### src/rtl/sfd_pkg.sv
// sfd_pkg: shared constants for the serial bus frame decoder.
// Stands alone; used by sbus_frame_decoder.
`timescale 1ns / 1ps

package sfd_pkg;

  // Frame layout
  localparam logic [7:0]  SYNC_BYTE     = 8'h0F;
  localparam logic [4:0]  LAST_POS      = 5'd24;  // end byte position
  localparam logic [4:0]  FLAGS_POS     = 5'd23;  // flags byte position
  localparam int unsigned DATA_BYTES    = 23;     // stored bytes 1..23
  localparam int unsigned DATA_W        = DATA_BYTES * 8;
  localparam int unsigned FIELD_W       = 11;

  // Channel numbering
  localparam logic [4:0]  LAST_CHANNEL  = 5'd17;
  localparam int unsigned CHANNEL_W     = 5;
  localparam int unsigned VALUE_W       = 12;

  // Digital channel levels
  localparam logic [11:0] DIGITAL_HIGH  = 12'd2000;
  localparam logic [11:0] DIGITAL_LOW   = 12'd1000;

  // Register reset
  localparam logic [10:0] MID_OFFSET_RST = 11'd988;

  // Flags byte bit positions
  localparam int unsigned FAILSAFE_BIT  = 3;

endpackage

### src/rtl/sbus_frame_decoder.sv
// The accepted end byte loads the snapshot and starts the emitter; the output register
// then takes one channel result per cycle unless the output stalls. Bytes are taken one
// per cycle; the end byte is held off only while the emitter is still busy with the
// previous frame's 18 results. A snapshot copy lets the next frame collect meanwhile.
// Reset: asynchronous, active low; clears position, emitter and output valid, and sets
// mid_offset to 988. Frame and snapshot bytes are not reset.
//
// sbus_frame_decoder: gathers 25-byte frames and emits 18 channel results.
// Depends on sfd_pkg.
`timescale 1ns / 1ps

module sbus_frame_decoder (
  input  logic        clk_i,
  input  logic        rst_ni,
  // configuration write
  input  logic        cfg_valid_i,
  output logic        cfg_ready_o,
  input  logic [10:0] cfg_data_i,
  // byte input
  input  logic        in_valid_i,
  output logic        in_stall_o,
  input  logic [7:0]  rx_byte_i,
  // channel results
  output logic        out_valid_o,
  input  logic        out_stall_i,
  output logic [4:0]  channel_o,
  output logic [11:0] value_o,
  output logic        signal_ok_o,
  output logic        last_o
);

  logic [10:0]                   mid_q;
  logic [4:0]                    pos_q;
  logic [sfd_pkg::DATA_W-1:0]    store_q;
  logic [sfd_pkg::DATA_W-1:0]    snap_q;
  logic                          busy_q;
  logic [4:0]                    ch_q;
  logic                          out_valid_q;
  logic [4:0]                    channel_q;
  logic [11:0]                   value_q;
  logic                          signal_ok_q;
  logic                          last_q;

  logic                          in_acc;
  logic                          drop;
  logic                          frame_end;
  logic                          load;
  logic [7:0]                    field_lsb;
  logic [sfd_pkg::FIELD_W-1:0]   field;
  logic [7:0]                    flags;
  logic [11:0]                   value_d;

  // Register port never blocks
  assign cfg_ready_o = 1'b1;

  always_ff @(posedge clk_i or negedge rst_ni) begin
    if (!rst_ni) begin
      mid_q <= sfd_pkg::MID_OFFSET_RST;
    end else if (cfg_valid_i && cfg_ready_o) begin
      mid_q <= cfg_data_i;
    end
  end

  // Hold the end byte while the previous frame still drains
  assign in_stall_o = (pos_q == sfd_pkg::LAST_POS) && busy_q;
  assign in_acc     = in_valid_i && !in_stall_o;
  assign drop       = (pos_q == 5'd0) && (rx_byte_i != sfd_pkg::SYNC_BYTE);
  assign frame_end  = in_acc && (pos_q == sfd_pkg::LAST_POS);

  // Advance the frame position
  always_ff @(posedge clk_i or negedge rst_ni) begin
    if (!rst_ni) begin
      pos_q <= 5'd0;
    end else if (in_acc && !drop) begin
      pos_q <= frame_end ? 5'd0 : pos_q + 5'd1;
    end
  end

  // Store data bytes 1..23; the sync byte itself is not needed
  always_ff @(posedge clk_i) begin
    if (in_acc && (pos_q != 5'd0) && (pos_q != sfd_pkg::LAST_POS)) begin
      store_q[(8'(pos_q) - 8'd1) * 8'd8 +: 8] <= rx_byte_i;
    end
  end

  // Snapshot the frame on its end byte
  always_ff @(posedge clk_i) begin
    if (frame_end) begin
      snap_q <= store_q;
    end
  end

  // Emitter: one channel per cycle when the output register is free
  assign load = busy_q && (!out_valid_q || !out_stall_i);

  always_ff @(posedge clk_i or negedge rst_ni) begin
    if (!rst_ni) begin
      busy_q <= 1'b0;
      ch_q   <= 5'd0;
    end else if (frame_end) begin
      busy_q <= 1'b1;
      ch_q   <= 5'd0;
    end else if (load) begin
      busy_q <= (ch_q != sfd_pkg::LAST_CHANNEL);
      ch_q   <= ch_q + 5'd1;
    end
  end

  // Pick the 11-bit field, or the flags bit for channels 16 and 17, and form the channel value
  assign field_lsb = 8'(ch_q[3:0]) * 8'd11;
  assign field     = snap_q[field_lsb +: sfd_pkg::FIELD_W];
  assign flags     = snap_q[sfd_pkg::DATA_W-1 -: 8];

  always_comb begin
    if (ch_q[4]) begin
      value_d = flags[ch_q[0]] ? sfd_pkg::DIGITAL_HIGH : sfd_pkg::DIGITAL_LOW;
    end else begin
      value_d = 12'(field[sfd_pkg::FIELD_W-1:1]) + 12'(mid_q);
    end
  end

  // Output register
  always_ff @(posedge clk_i or negedge rst_ni) begin
    if (!rst_ni) begin
      out_valid_q <= 1'b0;
    end else if (load) begin
      out_valid_q <= 1'b1;
    end else if (!out_stall_i) begin
      out_valid_q <= 1'b0;
    end
  end

  always_ff @(posedge clk_i) begin
    if (load) begin
      channel_q   <= ch_q;
      value_q     <= value_d;
      signal_ok_q <= !flags[sfd_pkg::FAILSAFE_BIT];
      last_q      <= (ch_q == sfd_pkg::LAST_CHANNEL);
    end
  end

  assign out_valid_o = out_valid_q;
  assign channel_o   = channel_q;
  assign value_o     = value_q;
  assign signal_ok_o = signal_ok_q;
  assign last_o      = last_q;

  // Checks
  a_pos_range: assert property (@(posedge clk_i) disable iff (!rst_ni)
    pos_q <= sfd_pkg::LAST_POS)
    else $error("frame position out of range");

  a_ch_range: assert property (@(posedge clk_i) disable iff (!rst_ni)
    busy_q |-> ch_q <= sfd_pkg::LAST_CHANNEL)
    else $error("channel counter out of range while busy");

  a_start_ch0: assert property (@(posedge clk_i) disable iff (!rst_ni)
    $rose(busy_q) |-> ch_q == 5'd0)
    else $error("emission did not start at channel 0");

  a_last_done: assert property (@(posedge clk_i) disable iff (!rst_ni)
    (load && ch_q == sfd_pkg::LAST_CHANNEL) |=> !busy_q)
    else $error("emitter still busy after last channel");

  a_last_ch: assert property (@(posedge clk_i) disable iff (!rst_ni)
    (out_valid_q && last_q) |-> channel_q == sfd_pkg::LAST_CHANNEL)
    else $error("last flag on wrong channel");

endmodule

### config.mk
export PLATFORM = sky130hd
export DESIGN_NAME = sbus_frame_decoder
export DESIGN_NICKNAME = d
export VERILOG_FILES = /design/src/rtl/sfd_pkg.sv /design/src/rtl/sbus_frame_decoder.sv
export SDC_FILE = /design/constraint.sdc
export NUM_CORES = 1
export LEC_CHECK = 0
export BUFFER_PORTS_ARGS = -buffer_cell sky130_fd_sc_hd__buf_2
export CORE_MARGIN = 4
export CORE_UTILIZATION = 40
export DETAILED_ROUTE_END_ITERATION = 7
export HOLD_SLACK_MARGIN = 0.15
export PLACE_DENSITY = 0.63
export SKIP_LAST_GASP = 1
export SYNTH_ARGS = -nofsm -noshare
export SYNTH_HDL_FRONTEND = slang
export SYNTH_SLANG_ARGS = --single-unit
### constraint.sdc
create_clock -name clk_i -period 17.6 [get_ports clk_i]
set_input_delay 3.52 -clock clk_i [delete_from_list [all_inputs] [get_ports clk_i]]
set_output_delay 3.52 -clock clk_i [all_outputs]
set_load 0.02 [all_outputs]
Word level (Yosys, flattened, before mapping):

Cells that the tools add are included.

* register bits after elaboration: 410
* output and inout port bits: 22
* word-level logic and storage cells: 56

* add/subtract/negate cells: 5
* multipliers: 1
* magnitude comparators: 1
* equality and inequality tests: 6
* shifts and indexed selects: 3
* mux-type cells: 12
* reductions and logical operators: 17

Operator list (number)
* $bwmux 184: 1
* $shift 8x10->184 const A: 1
* $shiftx 184x9->11: 1
* $shiftx 8x10->184: 1
* $mux 5: 3
* $add 10x11->12: 1
* $mux 12: 1
* $mux 11: 1
* $add 5x1->5 const B: 2
* $eq 5x5->1 const B: 2
* $ne 5x5->1 const B: 2
* $neg 8->10: 1
* $logic_and 1x1->1: 8
* $mul 4x4->8 const B: 1
* $ne 8x4->1 const B: 1
* $mux 1: 6
* $logic_not 1->1: 5
* $logic_not 5->1: 1
* $reduce_bool 5->1: 1
* $sub 5x1->5 const B: 1
* $lt 1x4->1 const B: 1
* $ne 2x1->1 const B: 1
* $reduce_bool 2->1: 1
* $logic_or 1x1->1: 1

Logic depth before layout (Yosys ltp):

Gate-level depths: netlist of run 1.

* depth after elaboration: 6
* mapped depth: 13
* mapped depth without buffers: 11

Least setup slack after synthesis of run 1:

No wires, ideal clock.

* path type: input port to flip-flop
* start point: in in_valid_i
* end point: reg pos_q[3]
* data arrival time: 10.408 ns
* data required time: 17.466 ns
* slack: 7.058 ns
* stages on the path: 3
* path buffers: 0
* path through: nor3b_2 > nand2b_1 > mux2i_1

* word-level cells in the longest chain between the ends: 3
* elaborated cells on any way between the ends: 4

Ends and longest elaborated chain
* start: declaration: line sbus_frame_decoder.sv:20 `input logic in_valid_i,`
* $logic_and 1x1->1 *: line sbus_frame_decoder.sv:66 `assign in_acc = in_valid_i && !in_stall_o;`
* $logic_and 1x1->1: line sbus_frame_decoder.sv:68 `assign frame_end = in_acc && (pos_q == sfd_pkg::LAST_POS);`
* $mux 5: line sbus_frame_decoder.sv:75 `pos_q <= frame_end ? 5'd0 : pos_q + 5'd1;`
* end signal: assignment: line sbus_frame_decoder.sv:75
* end: declaration: line sbus_frame_decoder.sv:33 `logic [4:0] pos_q;`

Mark *: on every way between the ends. The rest lies on a longest branch, timed or not.
A chain may end at the register's enable or synchronous reset.

Worst setup path after layout of run 1:

* start point: reg pos_q[0]
* end point: out in_stall_o

* word-level cells in the longest chain between the ends: 2

Ends and longest elaborated chain
* $eq 5x5->1: line sbus_frame_decoder.sv:65 `assign in_stall_o = (pos_q == sfd_pkg::LAST_POS) && busy_q;`
* $logic_and 1x1->1: line sbus_frame_decoder.sv:65
* end: declaration: line sbus_frame_decoder.sv:21 `output logic in_stall_o,`

Every way passes these cells.

==> metrics.yaml, run 1 <==
status: "complete, no violations"
critPathSlowestCell: "dfrtp_1"
crit_top_cell: "inv_1"
clock_path_buffers: 3
path_clk_slew_ns: 0.06
ys_seq_area_share_pct: 72.91
placed_area_um2: 15650
gp_congestion: 0.8302
skew_ns: 0.01545
yosysWarnings: 0
r2r-start: "ch_q[0]$_DFFE_PN0P_"
grtUsageMet3_pct: 5.608
slew_violations: 0
worst_slack_ns: 11.95
synth_edf_count: 345
syn_nets: 967
synth_commonest_cells: "345 x edfxtp_1, 164 x nor3_1, 49 x nand2_1"
syn_inst: 924
fp.coreArea_um2: 36790
clock_sinks: 368
start_kind: "flip-flop"
powerDensity_nw_per_um2: 187.8
ff2ff_path_depth: 11
ctsHoldBuffers: 0
leakagePower_uw: 0.005372
max_stage_delay_ns: 0.50
grt_busiest_layer: "met2"
seqPwrFrac_pct: 37.1
start_util_pct: 40.81
antennaDiodeCount: 0
crit_chain: "inv_1, ha_1, nand2b_1, nor2_1, nand2_1, inv_1, buf_2"
synth.most_common_cell: "edfxtp_1"
end_kind: "output port"
synth_top_area_share_pct: 69.02
initialDrtViolationCount: 817
min_path_type: "reg2reg"
drive_gt1_share_pct: 20.02
synthArstFlopShare_pct: 6.250
clkPwrFrac_pct: 25.4
setup_tns_ns: 0
ys.flop_type: "edfxtp_1"
num_vias: 8090
syn_to_final_growth_pct: 12.54
die_w_um: 201.7
firstDrtPassIters: 6
antenna_found_initial: 1
switching_power_uw: 1262
r2r_slack_ns: 13.14
wl_per_cell_um: 23.31
post_cts_buffers: 0
crit_arrival_ns: 2.13
place_ws_ns: 12.03
grt_max_degree: 173
drv_cap: 0
fmax_mhz: 177.0
fp.dieArea_um2: 40690
synth_area_leaders: "edfxtp_1 69%, mux4_2 6.0%, nor3_1 5.5%, dfrtp_1 2.7%, ha_1 1.5%"
min_period_ns: 5.649
p_int_uw: 1910
routed_wl_mm: 33.85
syn-cell-area_um2: 15010
htreeDepth: 2
setup_viol: 0
cts_tree: "done"
r2r_end: "value_o[8]$_SDFFCE_PP1P_"
dp_hpwl_mm: 22.51
grtUsageTotal_pct: 16.41
worstPathMaxFanout: 12
pin_count: 46
use_met1_pct: 22.94
cts_repair_resize_count: 0
grtUsageMet2_pct: 25.05
clkLatencyLatePin_ns: 0.52
port_buffers: 44
drc: 0
grt_pass1_wl_mm: 50.23
ys_ff_latch: 368
synth_cell_types: 56
crit_required_ns: 14.08
fill_cells: 3155
worstSetupPathType: "reg2out"
die_h_um: 201.7
hold_viol: 0
routed_via_density: 5.572
ir_worst_vdd_uv: 189.7
tightest_slew_ns: 1.224
fin_area_um2: 16890
timing.hold.ws_ns: 0.4145
synth_largest_area_cell: "edfxtp_1"
p_comb_share_pct: 37.5
nets: 999
rsz0062_at_grt: "false"
swShare_pct: 39.79
root_buffer: "clkbuf_16"
grt_pass1_vias: 7885
cts_buffers: 38
crit_start: "pos_q[0]$_DFFE_PN0P_"
drtAntennaViolNets: 0
slew_headroom_pct: 18.43
synth.avg_cell_area_um2: 16.25
fp-row-count: 70
grt_remaining_overflow: 0
endpoint: "in_stall_o"
post-route-period-util_pct: 32.10
[flip-flops by register name, summed over array words and instances, names as in the netlist]
name	cells
snap_q	163
out_valid_o	1
last_o	1
value_o	12
store_q	163
mid_q	11
pos_q	5
busy_q	1
ch_q	5
channel_o	5
signal_ok_o	1
[layer usage]
layer / vias up / share of wire (%)
met4: 0 / 2.0
met5: - / 0
met1: 4031 / 42
li1: 3665 / -
met3: 43 / 10
met2: 351 / 45
[power groups by stage]
stage	Clock, uW	Combinational (uW)	Sequential, uW
6_report	806	1190	1180
5_1_grt	860	1290	1190
4_1_cts	819	1190	1180
3_5_place_dp	0	1180	1200
3_3_place_gp	0	1160	1190
2_1_floorplan	0	918	1160
[kinds of logic (layout without fill, tap and decap cells)]
group                      Yosys count  count (layout)  share of synthesized area [%]
AOI/OAI and AO/OA                   76              76                          3.509
other                                1               1                        0.02498
muxes                               67              67                          7.910
xor gates and xnor gates            15              15                          1.025
adders and majority gates           19              19                          1.634
buffers and inverters               74             134                          2.326
and+or+nand+nor                    304             304                          10.66
DFF                                368             368                          72.91
[cells in the final DEF, fill, tap and decap left out, drive strengths merged, types with 8 or more instances in the layout]
cell	count
mux2i	14
nand2	49
o211ai	11
ha	18
nor3	179
and2	12
inv	10
buf	58
a21oi	20
xnor2	8
edfxtp	345
dfrtp	16
o21ai	9
clkbuf	49
nor2	20
mux4	40
clkinv	10
nand2b	8
a211oi	14
mux2	13
and3	8
[stage by stage]
stage | instances | total power (uW) | utilization (%)
finish | 1452 | 3172 | 45.92
global route | 1452 | 3335 | 45.92
CTS | 1452 | 3185 | 45.92
detailed placement | 1384 | 2379 | 42.53
global placement | 1384 | 2354 | 42.53
floorplan | 924 | 2075 | -
[worst max-delay path: cells and delay by family, from the launching register on]
family                   cells  cell delay (ns)
buffers and inverters        3             0.51
adder cells (fa/ha/maj)      1             0.25
flip-flops                   1             0.50
AND/OR/NAND/NOR              3             0.35
[how the worst min path moves through the flow]
stage / from / to / depth (start not counted)
CTS: store_q[107]$_DFFE_PP_ / snap_q[107]$_DFFE_PP_ / 0
global placement: store_q[141]$_DFFE_PP_ / snap_q[141]$_DFFE_PP_ / 0
detailed placement: store_q[114]$_DFFE_PP_ / snap_q[114]$_DFFE_PP_ / 0
floorplan: store_q[100]$_DFFE_PP_ / snap_q[100]$_DFFE_PP_ / 0
finish: store_q[107]$_DFFE_PP_ / snap_q[107]$_DFFE_PP_ / 0
global route: store_q[98]$_DFFE_PP_ / snap_q[98]$_DFFE_PP_ / 0
[layout make-up]
| type | count | area [um^2] | share of cell area, % |
|---|---|---|---|
| clock inverter | 19 | 234.0 | 1.385 |
| tap | 468 | 585.6 | 3.466 |
| timing repair buffer | 58 | 337.8 | 2.000 |
| inverter | 8 | 30.03 | 0.1778 |
| sequential | 368 | 10950 | 64.80 |
| multi-input combinational | 482 | 3745 | 22.17 |
| clock buffer | 49 | 1013 | 6.000 |
Note: power is estimated with default switching activity, not from simulation.
==> run 2: changes to the inputs <==
- PLACE_DENSITY: 0.63 -> 0.65
- clock period: 17.6 -> 5 ns (I/O delays scaled with it)
==> metrics.yaml, run 2 (synthesized netlist as in run 1, its figures left out) <==
status: "complete, no violations"  # unchanged
dp_hpwl_mm: 24.21  # was 22.51 mm
start_util_pct: 40.81  # unchanged
clock_path_buffers: 3  # unchanged
path_clk_slew_ns: 0.06  # about the same
place_ws_ns: 0.9624  # was 12.03 ns
slew_headroom_pct: 7.821  # was 18.43%
start_kind: "flip-flop"  # unchanged
pin_count: 46  # unchanged
cts_repair_resize_count: 0  # unchanged
grtUsageMet2_pct: 27.07  # was 25.05%
ir_worst_vdd_uv: 410.8  # was 189.7 uV
max_stage_delay_ns: 1.25  # was 0.50 ns
fp-row-count: 70  # unchanged
ctsHoldBuffers: 0  # unchanged
switching_power_uw: 4645  # was 1262 uW
htreeDepth: 2  # unchanged
rsz0062_at_grt: "false"  # unchanged
grt_busiest_layer: "met2"  # unchanged
final_common_cell: "edfxtp_1"  # unchanged
grt_pass1_wl_mm: 53.35  # was 50.23 mm
grtUsageTotal_pct: 17.43  # was 16.41%
drv_cap: 0  # unchanged
crit_chain: "inv_6, ha_4, and2_1, a21oi_2, xnor2_1, nand2_2, nor3_1"  # was inv_1, ha_1, nand2b_1, nor2_1, nand2_1, inv_1, buf_2
tightest_slew_ns: 1.372  # was 1.224 ns
drtAntennaViolNets: 0  # unchanged
worstSetupPathType: "reg2reg"  # was reg2out
seqPwrFrac_pct: 35.6  # was 37.1%
fin_area_um2: 17080  # was 16890 um^2
leakagePower_uw: 0.005493  # was 0.005372 uW
use_met1_pct: 23.76  # was 22.94%
critPathBufInv: 1  # was 3
cts_tree: "done"  # unchanged
slew_violations: 0  # unchanged
clkLatencyLatePin_ns: 0.52  # about the same
min_period_ns: 4.104
crit_required_ns: 5.12  # was 14.08 ns
end_kind: "flip-flop"  # was output port
num_vias: 8338  # was 8090
die_h_um: 201.7  # unchanged
crit_family: "simple AND/OR/NAND/NOR gates"  # was buffers and inverters
worst_slack_ns: 0.8959  # was 11.95 ns
grt_max_degree: 85  # was 173
place_inst: 1403  # was 1384
placed_area_um2: 15840  # was 15650 um^2
instances_no_fill: 1472  # was 1452
power_uw: 11440  # was 3172 uW
antennaDiodeCount: 0  # unchanged
routed_via_density: 5.664  # was 5.572
powerDensity_nw_per_um2: 669.8  # was 187.8 nW/um^2
p_int_uw: 6792  # was 1910 uW
fp.dieArea_um2: 40690  # unchanged
setup_viol: 0  # unchanged
grt_pass1_vias: 8295  # was 7885
gp_congestion: 0.8328  # was 0.8302
drc: 0  # unchanged
initialDrtViolationCount: 834  # was 817
post-route-period-util_pct: 82.08
swShare_pct: 40.61  # was 39.79%
grt_remaining_overflow: 0  # unchanged
hold_viol: 0  # unchanged
die_w_um: 201.7  # unchanged
cts_buffers: 38  # unchanged
post_cts_buffers: 0  # unchanged
syn_to_final_growth_pct: 13.75  # was 12.54%
nets: 1018  # was 999
routed_wl_mm: 35.91  # was 33.85 mm
clock_sinks: 368  # unchanged
clkPwrFrac_pct: 24.5  # was 25.4%
grtUsageMet3_pct: 6.221  # was 5.608%
drive_gt1_share_pct: 22.41  # was 20.02%
critPathSlowestCell: "nor3_1"  # was dfrtp_1
p_comb_share_pct: 39.9  # was 37.5%
root_buffer: "clkbuf_16"  # unchanged
antenna_found_initial: 0  # was 1
fmax_mhz: 243.7
firstDrtPassIters: 5  # was 6
timing.hold.ws_ns: 0.4132  # was 0.4145 ns
wl_per_cell_um: 24.40  # was 23.31 um
crit_arrival_ns: 4.22  # was 2.13 ns
skew_ns: 0.01480  # was 0.01545 ns
worstPathMaxFanout: 39  # was 12
min_path_type: "reg2reg"  # unchanged
layout_common_cells: "345 x edfxtp_1, 164 x nor3_1, 48 x nand2_1, 44 x buf_2, 40 x mux4_2"  # unchanged
port_buffers: 44  # unchanged
fp.coreArea_um2: 36790  # unchanged
[run 2: changes by cell type in the layout (fill, tap and decap cells not counted), moves of 2 or more]
cell      before  now
buf_4         13   30
clkinv_2       1    7
clkinv_1       8    4
buf_12         1    3
[run 2: area by class of cell]
class | count | area, um^2
well taps | 468 | 585.6
inverters | 8 | 35.03
clock buffers | 49 | 1023
fillers | 3128 | 19710
flip-flops and latches | 368 | 10950
repair buffers | 77 | 505.5
multi-input cells | 482 | 3767
clock inverters | 20 | 211.5
[run 2: power by group through the flow]
| stage | clock network [uW] | logic, uW | registers [uW] |
|---|---|---|---|
| final | 2800 | 4560 | 4080 |
| after global routing | 2980 | 4910 | 4110 |
| after CTS | 2840 | 4550 | 4070 |
| after detailed placement | 0 | 4530 | 4140 |
| after global placement | 0 | 4450 | 4130 |
| after floorplan | 0 | 3270 | 4070 |
[run 2: final timing paths]
| check | start | to | slack, ns | depth (start not counted) |
|---|---|---|---|---|
| max | pos_q[0]$_DFFE_PN0P_ | store_q[158]$_DFFE_PP_ | 0.90 | 7 |
| min | store_q[7]$_DFFE_PP_ | snap_q[7]$_DFFE_PP_ | 0.41 | 0 |
| max reg2reg | pos_q[0]$_DFFE_PN0P_ | store_q[158]$_DFFE_PP_ | 0.90 | 7 |
| min reg2reg | store_q[7]$_DFFE_PP_ | snap_q[7]$_DFFE_PP_ | 0.41 | 0 |
| max in group asynchronous | rst_ni | ch_q[2]$_DFFE_PN0P_ | 3.91 | 1 |
| min in group asynchronous | rst_ni | pos_q[1]$_DFFE_PN0P_ | 0.54 | 1 |
[run 2: per-stage QoR]
stage               setup TNS, ns  util [%]
floorplan                 -130.16         -
global placement                0     43.06
detailed placement              0     43.06
CTS                             0     46.42
global route                    0     46.42
finish                          0     46.42
[run 2: per-layer routing]
layer	wire length, um	up-vias
li1	-	3709
met1	14220	4120
met2	16530	452
met3	4335	57
met4	830	0
met5	0	-
==> run 3: changes to the inputs <==
- clock period: 5 -> 3.3 ns (I/O delays scaled with it)
==> metrics.yaml, run 3 (synthesized netlist as in run 1, its figures left out) <==
ctsHoldBuffers: 0  # unchanged
final-seq-area_um2: 10950  # unchanged
die_h_um: 201.7  # unchanged
place_ws_ns: -0.04428  # was 0.9624 ns
port_buffers: 44  # unchanged
setup_viol: 0  # unchanged
post-route-period-util_pct: 96.12  # was 82.08%
pin_count: 46  # unchanged
layout_common_cells: "345 x edfxtp_1, 164 x nor3_1, 85 x buf_4, 48 x nand2_1, 44 x buf_2"  # was 345 x edfxtp_1, 164 x nor3_1, 48 x nand2_1, 44 x buf_2, 40 x mux4_2
fmax_mhz: 315.3  # was 243.7 MHz
wl_per_cell_um: 23.85  # was 24.40 um
drtAntennaViolNets: 0  # unchanged
drc: 0  # unchanged
hold_viol: 0  # unchanged
root_buffer: "clkbuf_16"  # unchanged
min_period_ns: 3.172  # was 4.104 ns
grt_pass1_vias: 8563  # was 8295
worstPathMaxFanout: 5  # was 39
worstSetupPathType: "reg2reg"  # unchanged
htreeDepth: 2  # unchanged
initialDrtViolationCount: 895  # was 834
clock_path_buffers: 3  # unchanged
skew_ns: 0.01288  # was 0.01480 ns
gp_congestion: 0.8446  # was 0.8328
cts_tree: "done"  # unchanged
ir_worst_vdd_uv: 1398  # was 410.8 uV
timing.hold.ws_ns: 0.1791  # was 0.4132 ns
min_path_type: "in2async"  # was reg2reg
leakagePower_uw: 0.005844  # was 0.005493 uW
fp-row-count: 70  # unchanged
status: "complete, no violations"  # unchanged
tightest_slew_ns: 0.7534  # was 1.372 ns
drv_cap: 0  # unchanged
grt_max_degree: 67  # was 85
drive_gt1_share_pct: 28.05  # was 22.41%
slew_headroom_pct: 49.72  # was 7.821%
fp.dieArea_um2: 40690  # unchanged
routed_wl_mm: 36.58  # was 35.91 mm
antennaDiodeCount: 0  # unchanged
final_common_cell: "edfxtp_1"  # unchanged
routed_via_density: 5.612  # was 5.664
clock_sinks: 368  # unchanged
rsz0062_at_grt: "false"  # unchanged
powerDensity_nw_per_um2: 1042  # was 669.8 nW/um^2
start_util_pct: 40.81  # unchanged
grt_remaining_overflow: 0  # unchanged
firstDrtPassIters: 5  # unchanged
start_kind: "flip-flop"  # unchanged
syn_to_final_growth_pct: 17.95  # was 13.75%
clkLatencyLatePin_ns: 0.53  # was 0.52 ns
grt_pass1_wl_mm: 54.10  # was 53.35 mm
nets: 1086  # was 1018
crit_required_ns: 3.68  # was 5.12 ns
fill_cells: 3128  # unchanged
worst_slack_ns: 0.1281  # was 0.8959 ns
grtUsageTotal_pct: 17.74  # was 17.43%
dp_hpwl_mm: 24.60  # was 24.21 mm
antenna_found_initial: 0  # unchanged
path_clk_slew_ns: 0.06  # about the same
crit_start: "ch_q[0]$_DFFE_PN0P_"  # was pos_q[0]$_DFFE_PN0P_
num_vias: 8609  # was 8338
crit_arrival_ns: 3.55  # was 4.22 ns
r2r-start: "ch_q[0]$_DFFE_PN0P_"  # was pos_q[0]$_DFFE_PN0P_
end_kind: "flip-flop"  # unchanged
cts_buffers: 40  # was 38
slew_violations: 0  # unchanged
fp.coreArea_um2: 36790  # unchanged
multiInputGateArea_um2: 3834  # was 3767 um^2
die_w_um: 201.7  # unchanged
## run 3: cell types whose count changed in the layout (fill, tap and decap cells not counted), moves of 3 or more
cell / previous run / this run
a211oi_1: 14 / 8
clkinv_2: 7 / 4
buf_12: 3 / 11
a21oi_1: 19 / 16
clkinv_1: 4 / 7
a21oi_2: 1 / 4
a211oi_2: 0 / 6
buf_4: 30 / 85
## run 3: repair_timing
| action | 4_1_cts | 5_1_grt |
|---|---|---|
| setup endpoints to repair | 4 | 7 |
| gates resized for setup | 3 | 16 |
| pin swaps | 1 | 7 |
| setup buffers | 0 | 2 |
## run 3: path summary, 6_finish.rpt
kind                                          to  cells after the start  slack, ns
setup / recovery           value_o[10]$_DFFE_PP_                     12       0.13
hold / removal              pos_q[4]$_DFFE_PN0P_                      1       0.18
setup reg to reg           value_o[10]$_DFFE_PP_                     12       0.13
hold reg to reg            snap_q[168]$_DFFE_PP_                      0       0.41
max in group asynchronous    ch_q[2]$_DFFE_PN0P_                      1       2.60
min in group clk_i         mid_q[10]$_DFFE_PN0P_                      2       0.37
## run 3: per-stage QoR
stage,util [%],total power (uW),cell area [um^2],TNS (ns),std cells
finish,48.13,18440,17710,0,1534
global route,48.13,19320,17710,0,1534
CTS,47.91,18320,17620,0,1532
detailed placement,44.65,14210,16430,-0.1028,1467
global placement,44.65,14080,16430,-0.1240,1467
floorplan,-,11150,15070,-422.56,924
## run 3: area by class of cell
cell class                      instances  share of cell area (%)
Multi-Input combinational cell        482                   21.65
Timing Repair Buffer                  143                   6.303
Sequential cell                       368                   61.83
Inverter                                8                  0.1979
Tap cell                              468                   3.307
Clock inverter                         16                  0.7491
Clock buffer                           49                   5.964
## run 3: routing by layer
metal / track usage, % / wire [um]
met1: 24.71 / 14990
met3: 5.012 / 3636
met2: 27.28 / 16730
met5: 0 / 0
met4: 5.640 / 1216
## run 3: power breakdown
| part | total (uW) | switching (uW) | internal [uW] | leakage [uW] |
|---|---|---|---|---|
| Clock | 4110 | 1690 | 2410 | 0.000582 |
| Combinational | 8200 | 5350 | 2840 | 0.00191 |
| Sequential | 6140 | 305 | 5830 | 0.00335 |
| Total | 18400 | 7350 | 11100 | 0.00584 |
## run 3: critical path, stage by stage, from the launching register on
cell and delay [ns]:
dfrtp_2 0.45, buf_6 0.16, buf_12 0.12, mux4_2 0.55, and2_1 0.19, a211oi_2 0.18, buf_4 0.15, a21oi_1 0.05
ha_1 0.35, buf_4 0.13, nand3_1 0.08, or4_1 0.47, nand4_1 0.11
